<file path="src/design/rsp_ram.sv">
// Generic single-write, single-read RAM with registered read data.
// No dependencies.
module rsp_ram #(
	parameter int WIDTH = 8,
	parameter int DEPTH = 256,
	parameter int AW    = $clog2(DEPTH)
) (
	input  logic             clk,
	input  logic             we,
	input  logic [AW-1:0]    waddr,
	input  logic [WIDTH-1:0] wdata,
	input  logic             re,
	input  logic [AW-1:0]    raddr,
	output logic [WIDTH-1:0] rdata
);

	logic [WIDTH-1:0] mem_q [DEPTH];

	always_ff @(posedge clk) begin
		if (we) begin
			mem_q[waddr] <= wdata;
		end
		if (re) begin
			rdata <= mem_q[raddr];
		end
	end

endmodule

</file>
<file path="config.mk">
export PLATFORM = sky130hd
export DESIGN_NAME = rsp_ram
export DESIGN_NICKNAME = d
export VERILOG_FILES = /design/src/design/rsp_ram.sv
export SDC_FILE = /design/constraint.sdc
export NUM_CORES = 2
export LEC_CHECK = 0
export BUFFER_PORTS_ARGS = -buffer_cell sky130_fd_sc_hd__buf_2
export CORE_MARGIN = 4
export CORE_UTILIZATION = 28
export CTS_CLUSTER_DIAMETER = 120
export CTS_CLUSTER_SIZE = 25
export DETAILED_ROUTE_END_ITERATION = 16
export GPL_TIMING_DRIVEN = 0
export PLACE_DENSITY = 0.42
export SLEW_MARGIN = 20
export SYNTH_ARGS = -nofsm -noshare
export SYNTH_HDL_FRONTEND = slang
export SYNTH_SLANG_ARGS = --single-unit
</file>
<file path="constraint.sdc">
create_clock -name clk -period 2.2 [get_ports clk]
set_input_delay 0.22 -clock clk [delete_from_list [all_inputs] [get_ports clk]]
set_output_delay 0.22 -clock clk [all_outputs]
set_load 0.05 [all_outputs]
</file>
# Yosys cells after proc, flatten, opt, wreduce, memory -nomap -nowiden
# Memory sizes are Yosys's and may differ from the RTL's. A register that Yosys moved wholly into a read port is not among the register bits.
# Index checks and enable logic that the tools add are counted.
[word_totals] register_bits=0 mem_bits_rw=2048 inputBits=27 output_inout_bits=8 word_cells=3 mem_count=1
[mem_list] memory="mem_q" depth=256 width=8 rd=1 rd_clocked_by_memory_dff=1 write_ports=1 line_no="17" text="logic [WIDTH-1:0] mem_q [DEPTH];"
[op_classes] mux=2
[ops] op="1-bit two-way mux" n=2

# Depth between registers and ports, before layout
[depth] word_depth=2 depth_mapped=11 mapped_depth_nobuf=6

# Worst setup path before layout
# OpenSTA, ideal clock, no wires.
[synth_timing] path_kind="input to register" start="input raddr[0]" end="register rdata[2] (read register of mem_q), data pin" setup_ns=0.269 t_arrival_ns=2.027 required_ns=1.931 setup_slack_ns=-0.096 path_stages=9 n_path_buf=4 cell_sequence="buf_6 > buf_12 > buf_8 > buf_2 > mux4_2 > a22oi_1 > a21oi_1 > nor4_1 > nor4_2"
[synth_lines] item="start, declared" line_no="13" text="input logic [AW-1:0] raddr,"
[synth_lines] item="end, declared" line_no="14" text="output logic [WIDTH-1:0] rdata"

==> qor.yml <==
status:
  outcome: "finished, violations left"
  violations: "setup timing"
sta:
  rsz0062_at_grt: "true"
  maxSlewViolCount: 0
  report.final.hold_viol_count: 0
  worstMarginPinSlew_ps: 1197
  fin_crit_sh: 1.247
  max_slew_margin: 0.2021
  setup_violations: 159
  fin_ws_ps: -543.1
  layout_min_cycle_time_ps: 2743
  fmax_mhz: 364.5
  skew_ps: 32.90
  tns_ps: -8500
worst_setup_path:
  rr_endpoint: "rdata[3]"
  crit_start: "mem_q[81][3]"
  endpoint: "rdata[3]"
  endpoint_kind: "register"
  crit_chain: "mux4_2 > a22o_1 > a221oi_4 > o32ai_4 > nor3_4 > nor4_4"
  worstPathMaxFanout: 2
  ff2ff_path_depth: 6
  rr_startpoint: "mem_q[81][3]"
  cpMaxStageDelayCell: "nor3_4"
  rrSetupSlack_ps: -540
  startpoint_type: "register"
  cp_data_required_time_ps: 2700
  max_stage_delay_ps: 490
  critPathKind: "register to register"
  crit_arrival_ps: 3240
die:
  start_util: 0.2816
  die_h_um: 541.3
  fp.coreArea_mm2: 0.2828
  dieArea_mm2: 0.2930
  ios: 35
  rows: 195
  die_w_um: 541.3
power:
  powerDensity_mw_per_mm2: 760.0
  p_leak_nw: 26.59
  ir_drop_uv: 632.2
finish:
  fin_area_mm2: 0.09081
  multi_input_area_mm2: 0.01835
  areaGrowthSynthToFinish_pct: 14.03
  regArea_mm2: 0.06174
  final_layout_size_suffix_gt1_frac: 0.3052
  fillers: 26820
  fin_nets: 3946
cts:
  clk_latency_ps: 800
  cts_root_buffer: "clkbuf_16"
  cts.sinks: 2056
  cts_max_path_buffers: 3
  cts_htree_levels: 3
  cts_buffers: 92
  cts_tree: "yes"
  clk_pin_slew_worst_paths_ps: 110
worst_hold_path:
  min_path_type: "primary input to register"
  min_from: "waddr[2]"
yosys:
  syn_inst: 3733
  syn_area_per_cell_um2: 21.33
  synth_flop_cell: "edfxtp_1"
  async_flop_share: 0
  ys_seq_area_frac: 0.7753
  synth_edf_count: 2056
  yosysWarnings: 0
  syn_area_mm2: 0.07964
  ys_ff_latch: 2056
  synth_nets: 3760
  synth_cell_types: 54
global_routing:
  grt_pass1_wl_um: 373300
  grt_pass1_vias: 40160
  grt_max_degree: 122
  antenna_found_initial: 22
  grtUsageTotal: 0.1876
  grt.overflow.total: 0
place:
  place.gp.congestion: 0.8859
  io_buffers: 27
  placed_area_mm2: 0.08581
  hpwl_um: 190900
routing:
  dr.pass1.iters: 6
  antenna_left: 0
  vias: 39640
  route.detailed.drc: 0
  drtIter0Drc: 4757
  routedWlPerCell_um: 36.38
  vias_per_cell: 5.163
  routed_wl_um: 279400
job:
  cap_violations: 0
## registers in the layout, indices dropped and copies added (netlist names)
register  flops
rdata         8
mem_q      2048
## area by class of cell
cell class                      instances  area share
Tap cell                             3743     0.05157
Multi-Input combinational cell       1442      0.2020
Buffer                                231     0.02393
Timing Repair Buffer                   94     0.01527
Inverter                                2  0.00009645
Clock inverter                          8    0.001102
Clock buffer                           95     0.02594
Sequential cell                      2056      0.6799
Antenna cell                            7   0.0001929
## worst max-delay path: cells and delay by family, from the launching register on
| family | cells | cell delay (ps) |
|---|---|---|
| AO/OA/AOI/OAI | 3 | 970 |
| flip-flops | 1 | 380 |
| multiplexers | 1 | 470 |
| AND/OR/NAND/NOR | 2 | 620 |
## placed cells by master (no fill, tap or decap), types with 7 or more instances in the layout
cell / synthesis / routed
a22oi_2: 0 / 8
clkbuf_2: 0 / 45
a22o_1: 8 / 8
clkbuf_16: 0 / 94
a211oi_1: 16 / 11
mux4_2: 454 / 454
a21oi_1: 96 / 72
buf_6: 21 / 26
dlygate4sd3_1: 0 / 9
clkbuf_4: 0 / 29
nor3_1: 22 / 8
buf_2: 31 / 34
nand2b_1: 8 / 8
nor2_2: 0 / 146
nand3_1: 34 / 24
nor2_4: 0 / 60
o22ai_1: 28 / 27
buf_16: 0 / 30
a22oi_1: 133 / 125
diode_2: 0 / 7
nand2_1: 33 / 29
nor4_4: 0 / 13
o221ai_1: 46 / 32
o221ai_2: 1 / 15
nor4_2: 3 / 14
buf_12: 8 / 36
mux2i_1: 134 / 133
nand3_2: 0 / 10
o211ai_1: 10 / 10
nor2_1: 282 / 76
buf_8: 13 / 26
nand4_1: 10 / 10
nor2b_1: 31 / 24
nor3_4: 0 / 11
a21oi_2: 0 / 21
buf_4: 27 / 53
clkbuf_8: 0 / 9
edfxtp_1: 2056 / 2056
clkbuf_1: 111 / 25
## power by group
part / internal (W) / total (W) / switching (W)
logic: 0.00174 / 0.00558 / 0.00384
clock network: 0.00786 / 0.0203 / 0.0124
registers: 0.0431 / 0.0432 / 0.0000220
## cells in the mapped netlist (all sizes together) (31+ instances only)
| cell | n | area share |
|---|---|---|
| a21oi | 96 | 0.0060 |
| buf | 122 | 0.013 |
| nand3 | 34 | 0.0021 |
| mux2i | 134 | 0.017 |
| o221ai | 47 | 0.0052 |
| mux4 | 456 | 0.13 |
| edfxtp | 2056 | 0.78 |
| a22oi | 133 | 0.013 |
| nor2b | 31 | 0.0024 |
| nor2 | 282 | 0.013 |
| nand2 | 33 | 0.0016 |
| clkbuf | 111 | 0.0052 |
## logic make-up (layout without fill, tap and decap cells)
family                 Yosys count  in the layout  share of synthesized area
AND/OR/NAND/NOR                466            466                    0.02625
other                            0              7                          0
multiplexers                   591            591                     0.1460
flip-flops                    2056           2056                     0.7753
AO/OA/AOI/OAI                  385            385                    0.03416
buffers and inverters          235            430                    0.01829
## worst min-delay path by stage
stage | end | depth (start not counted)
final | mem_q[206][2] | 3
after global routing | mem_q[206][7] | 3
after CTS | mem_q[206][4] | 3
after detailed placement | mem_q[70][6] | 1
after global placement | rdata[7] | 1
after floorplan | mem_q[0][0] | 0
## per-layer routing
| metal | global-route usage | share of wire | vias up |
|---|---|---|---|
| li1 | - | - | 15930 |
| met1 | 0.2582 | 0.43 | 22200 |
| met2 | 0.3042 | 0.48 | 1231 |
| met3 | 0.03312 | 0.056 | 282 |
| met4 | 0.05598 | 0.035 | 2 |
| met5 | 0 | 0.000047 | - |
## metrics by stage
step,instances,setup WS [ps],power [W],hold slack [ps],util
after global placement,7503,-4340,0.04914,559.7,0.2990
after floorplan,3733,-10.24,0.04624,318.9,-
after CTS,7670,-439.8,0.06948,87.62,0.3194
after detailed placement,7544,-2911,0.04920,564.4,0.3035
final,7678,-543.1,0.06902,195.3,0.3211
after global routing,7673,-494.8,0.07102,152.0,0.3211
## repair_timing
item / 4_1_cts / 5_1_grt
pin swaps: 26 / 20
cloned: 0 / 0
setup buffers: 15 / 2
hold buffers: 9 / 0
endpoints found under the hold margin: 462 / 0
resized for setup: 501 / 130
setup endpoints to repair: 1579 / 653
Power figures use the tool's default switching activity.
